<file path="src/rtl/vfcm_pkg.sv">
`default_nettype none

package vfcm_pkg;

  localparam int unsigned CoordW    = 5;
  localparam int unsigned HeightW   = 6;
  localparam int unsigned DirW      = 3;
  localparam int unsigned VertW     = 22;
  localparam int unsigned NumDirs   = 6;
  localparam int unsigned FaceVerts = 4;
  localparam int unsigned NumReads  = 5;
  localparam int unsigned SelW      = 3;

  typedef enum logic [1:0] {
    OpSetColumn  = 2'd0,
    OpMesh       = 2'd1,
    OpClearCount = 2'd2
  } op_e;

  typedef enum logic [2:0] {
    StClear,
    StIdle,
    StRead,
    StLast,
    StBuild,
    StEmit
  } state_e;

  localparam logic [SelW-1:0] SelCenter = 3'd0;
  localparam logic [SelW-1:0] SelXPos   = 3'd1;
  localparam logic [SelW-1:0] SelYPos   = 3'd2;
  localparam logic [SelW-1:0] SelXNeg   = 3'd3;
  localparam logic [SelW-1:0] SelYNeg   = 3'd4;

  localparam logic [DirW-1:0] DirXPos = 3'd0;
  localparam logic [DirW-1:0] DirYPos = 3'd1;
  localparam logic [DirW-1:0] DirXNeg = 3'd2;
  localparam logic [DirW-1:0] DirYNeg = 3'd3;
  localparam logic [DirW-1:0] DirZPos = 3'd4;
  localparam logic [DirW-1:0] DirZNeg = 3'd5;

  typedef struct packed {
    logic            clear_wr;
    logic            accept;
    logic            read_en;
    logic [SelW-1:0] read_sel;
    logic            build;
    logic            emit;
  } cmd_t;

  typedef struct packed {
    logic clear_done;
    logic mesh_go;
    logic mask_empty;
    logic mask_last;
    logic out_free;
  } sts_t;

endpackage

`default_nettype wire

</file>
<file path="src/rtl/vfcm_ctrl.sv">
`default_nettype none

module vfcm_ctrl (
  input  wire logic           clk_i,
  input  wire logic           rst_ni,
  input  wire logic           in_valid_i,
  output      logic           in_ready_o,
  input  wire vfcm_pkg::sts_t sts_i,
  output      vfcm_pkg::cmd_t cmd_o
);

  import vfcm_pkg::*;

  state_e          state_q, state_d;
  logic [SelW-1:0] step_q, step_d;

  always_comb begin
    state_d = state_q;
    step_d  = step_q;
    case (state_q)
      StClear: begin
        if (sts_i.clear_done) begin
          state_d = StIdle;
        end
      end
      StIdle: begin
        step_d = SelCenter;
        if (in_valid_i && sts_i.mesh_go) begin
          state_d = StRead;
        end
      end
      StRead: begin
        step_d = step_q + 3'd1;
        if (step_q == 3'(NumReads - 1)) begin
          state_d = StLast;
        end
      end
      StLast: begin
        state_d = StBuild;
      end
      StBuild: begin
        state_d = StEmit;
      end
      StEmit: begin
        if (sts_i.mask_empty) begin
          state_d = StIdle;
        end else if (sts_i.out_free && sts_i.mask_last) begin
          state_d = StIdle;
        end
      end
      default: begin
        state_d = StIdle;
      end
    endcase
  end

  always_comb begin
    cmd_o      = '0;
    in_ready_o = 1'b0;
    case (state_q)
      StClear: begin
        cmd_o.clear_wr = 1'b1;
      end
      StIdle: begin
        in_ready_o   = 1'b1;
        cmd_o.accept = in_valid_i;
      end
      StRead: begin
        cmd_o.read_en  = 1'b1;
        cmd_o.read_sel = step_q;
      end
      StBuild: begin
        cmd_o.build = 1'b1;
      end
      StEmit: begin
        cmd_o.emit = !sts_i.mask_empty && sts_i.out_free;
      end
      default: begin
        cmd_o = '0;
      end
    endcase
  end

  always_ff @(posedge clk_i or negedge rst_ni) begin
    if (!rst_ni) begin
      state_q <= StClear;
      step_q  <= SelCenter;
    end else begin
      state_q <= state_d;
      step_q  <= step_d;
    end
  end

  a_step_range: assert property (@(posedge clk_i) disable iff (!rst_ni)
    state_q == StRead |-> step_q < 3'(NumReads))
    else $error("read step out of range");

  a_emit_free: assert property (@(posedge clk_i) disable iff (!rst_ni)
    cmd_o.emit |-> sts_i.out_free)
    else $error("face emitted into a busy output register");

  a_last_face_idle: assert property (@(posedge clk_i) disable iff (!rst_ni)
    cmd_o.emit && sts_i.mask_last |=> state_q == StIdle)
    else $error("controller did not return to idle after the last face");

endmodule

`default_nettype wire

</file>
<file path="config.mk">
export PLATFORM = sky130hd
export DESIGN_NAME = vfcm_ctrl
export DESIGN_NICKNAME = d
export VERILOG_FILES = /design/src/rtl/vfcm_pkg.sv /design/src/rtl/vfcm_ctrl.sv
export SDC_FILE = /design/constraint.sdc
export NUM_CORES = 1
export LEC_CHECK = 0
export ABC_AREA = 0
export BUFFER_PORTS_ARGS = -buffer_cell sky130_fd_sc_hd__clkbuf_2
export CAP_MARGIN = 10
export CORE_AREA = 2 2 39 41
export CTS_CLUSTER_SIZE = 25
export DETAILED_ROUTE_END_ITERATION = 10
export DIE_AREA = 0 0 41 43
export PLACE_DENSITY = 0.67
export SYNTH_ARGS = -nofsm -noshare
export SYNTH_HDL_FRONTEND = slang
export SYNTH_SLANG_ARGS = --single-unit
</file>
<file path="constraint.sdc">
create_clock -name clk_i -period 1.3 [get_ports clk_i]
set_clock_uncertainty 0.15 [all_clocks]
set_input_delay 0.13 -clock clk_i [delete_from_list [all_inputs] [get_ports clk_i]]
set_output_delay 0.13 -clock clk_i [all_outputs]
set_load 0.005 [all_outputs]
</file>
==> flow_summary.json <==
{
  "clock_path_buffers": 2,
  "drcViolationCount": 0,
  "fin_ws_ps": -326.7,
  "wirelength_um": 1205,
  "tns_ps": -3275,
  "drtIter0Drc": 5,
  "ys_types": 23,
  "drive_gt1_frac": 0.7125,
  "synth.top_cells.by_area": "dfrtp_1 38%, and2_1 7.8%, ha_1 6.3%",
  "grt_pass1_wl_um": 1607,
  "required_ps": 1020,
  "dieArea_um2": 1763,
  "post_dp_cell_area_um2": 566.8,
  "drv_cap": 0,
  "ir_drop_mv": 0.8348,
  "cp-start-kind": "flip-flop",
  "cp_slowest_cell": "dfrtp_2",
  "timing.final.crit_share": 1.251,
  "cts_sinks": 6,
  "leakagePower_nw": 0.4062,
  "cp-end-kind": "primary output",
  "tightest_slew_ps": 251.2,
  "crit_chain": "nor3b_4 -> buf_6 -> and2_4 -> buf_6",
  "syn_inst": 41,
  "diodes": 0,
  "die_w_um": 41,
  "fill_cells": 120,
  "drt-vias-per-instance": 4.635,
  "avgSynthCellArea_um2": 9.765,
  "crit_path_frequent_cell": "buf_6",
  "die_h_um": 43,
  "grt_max_degree": 7,
  "slew-limit-headroom": 0.8324,
  "cpPeakStageDelay_ps": 450,
  "core_um2": 1384,
  "ant_nets": 0,
  "grt_pass1_vias": 400,
  "min_path_type": "input pin to flip-flop",
  "cts.htree.levels": 1,
  "syn_area_um2": 400.4,
  "io_buffer_count": 16,
  "grt_use_total": 0.1403,
  "finish.instance_area_um2": 808.3,
  "synth-seq-area-share": 0.3750,
  "status": "finished, violations left",
  "dr.pass1.iters": 4,
  "fmax_mhz": 614.7,
  "pwr_density_cell_nw_per_um2": 2017,
  "wire_per_inst_um": 12.55,
  "path_max_fanout": 4,
  "fin_crit_ps": 1627,
  "violations": "setup timing",
  "rows": 14,
  "gr-total-overflow": 0,
  "clkSlewWorstSetupHoldPaths_ps": 50,
  "area_growth_pct": 101.9,
  "vias": 445,
  "antenna_found_initial": 0,
  "setup_viol": 14,
  "start_util": 0.2893,
  "synth.top_cell.area_share": 0.3750,
  "cts_tree": "built",
  "synth_top_area_cell": "dfrtp_1",
  "place_congestion": 0.7446,
  "root_buffer": "clkbuf_4",
  "synth_nets": 51,
  "ys_warn_count": 0,
  "ios": 17,
  "crit_type": "flip-flop to primary output",
  "nNetsFinal": 92,
  "clk_latency_ps": 250,
  "final_core_util": 0.5841,
  "synth-seq-cells": 6,
  "drv_slew": 0,
  "hold_viol": 0,
  "rsz0062_at_grt": "yes",
  "cts_buffers": 3,
  "cp.arrival_ps": 1350,
  "hpwl_um": 697.3
}
==> synthesized netlist by cell type <==
cell type and n:
a221o_1 1, a31oi_1 1, nor3b_1 1, buf_2 1
nand3_1 1, nor3b_2 1, buf_4 1, o211ai_1 1
nor3_1 2, and2_1 5, or2b_1 1, nor2_1 1
ha_1 2, dfrtp_1 6, nor3b_4 1, a21oi_1 2
nor2b_1 3, mux2i_1 1, inv_1 3, mux2_1 1
nand2_1 3, a22o_1 1, mux2_2 1
==> worst paths after layout <==
path,from,endpoint,slack (ps),cells past startpoint
min reg2reg,step_q[2]$_DFFE_PN0P_,step_q[2]$_DFFE_PN0P_,350,1
max,state_q[2]$_DFFE_PN0P_,cmd_o[3],-330,4
max in group asynchronous,rst_ni,state_q[1]$_DFFE_PN0P_,710,2
min in group asynchronous,rst_ni,step_q[2]$_DFFE_PN0P_,100,2
max reg2reg,state_q[2]$_DFFE_PN0P_,step_q[2]$_DFFE_PN0P_,-320,5
min,sts_i[1],state_q[2]$_DFFE_PN0P_,30,3
==> cell type report <==
type | instances | area (µm²) | area share
well taps | 16 | 20.02 | 0.02477
repair buffers | 38 | 302.8 | 0.3746
multi-input cells | 30 | 292.8 | 0.3622
flip-flops and latches | 6 | 153.9 | 0.1904
clock buffers | 3 | 22.52 | 0.02786
inverters | 3 | 16.27 | 0.02012
==> through the flow <==
| step | power (mW) | worst slack [ps] | hold slack [ps] | cells |
|---|---|---|---|---|
| after global placement | 0.9413 | -89.74 | -186.3 | 81 |
| final | 1.630 | -326.7 | 33.69 | 96 |
| after global routing | 1.730 | -373.7 | 39.69 | 96 |
| after floorplan | 0.6889 | -147.4 | -315.6 | 41 |
| after detailed placement | 0.9479 | -104.4 | -180.4 | 81 |
| after CTS | 1.267 | -299.0 | 22.75 | 90 |
==> state kept, by name (all words and copies together), names as in the netlist <==
name	cells
state_q	3
step_q	3
==> placed cells by master, fill, tap and decap left out, types with 2 or more instances in the layout <==
cell,synthesis,layout
and2_1,5,2
and2_4,0,3
dlygate4sd3_1,0,2
clkbuf_4,0,3
dfrtp_1,6,3
nand2_1,3,2
buf_2,1,2
ha_1,2,2
inv_1,3,2
buf_6,0,12
nor2b_4,0,2
clkbuf_2,0,11
nor3b_4,1,3
buf_4,1,11
dfrtp_2,0,3
==> layer usage <==
metal	GRT usage	vias up	share of wire	wire length [µm]
met3	0.08377	2	0.035	42
li1	-	224	-	-
met5	0	-	0	0
met2	0.2156	10	0.56	676
met1	0.1471	209	0.39	474
met4	0.06000	0	0.0091	11
==> logic make-up after synthesis <==
| family | synth area share |
|---|---|
| compound gates | 0.1063 |
| fa+ha+maj | 0.06249 |
| buf+inv | 0.05937 |
| flops | 0.3750 |
| simple gates | 0.3156 |
| mux | 0.08125 |
==> timing repair <==
item | CTS | global route
resized for setup | 9 | 27
hold buffers | 2 | 0
hold endpoints to repair | 7 | 0
setup endpoints to repair | 13 | 14
setup buffers | 4 | 6
pin swaps | 5 | 6
==> report_power, final <==
group | total [mW] | internal (mW) | switching, mW | leakage (nW)
Sequential | 0.346 | 0.250 | 0.0960 | 0.0757
Combinational | 1.11 | 0.713 | 0.396 | 0.317
Clock | 0.174 | 0.105 | 0.0696 | 0.0138
==> critical path, delay by kind of cell, from the launching register on <==
family | cells | cell delay [ps]
buffers and inverters | 2 | 220
flip-flops | 1 | 450
AND/OR/NAND/NOR | 2 | 420
No activity file was read; power rests on OpenSTA's default activity.
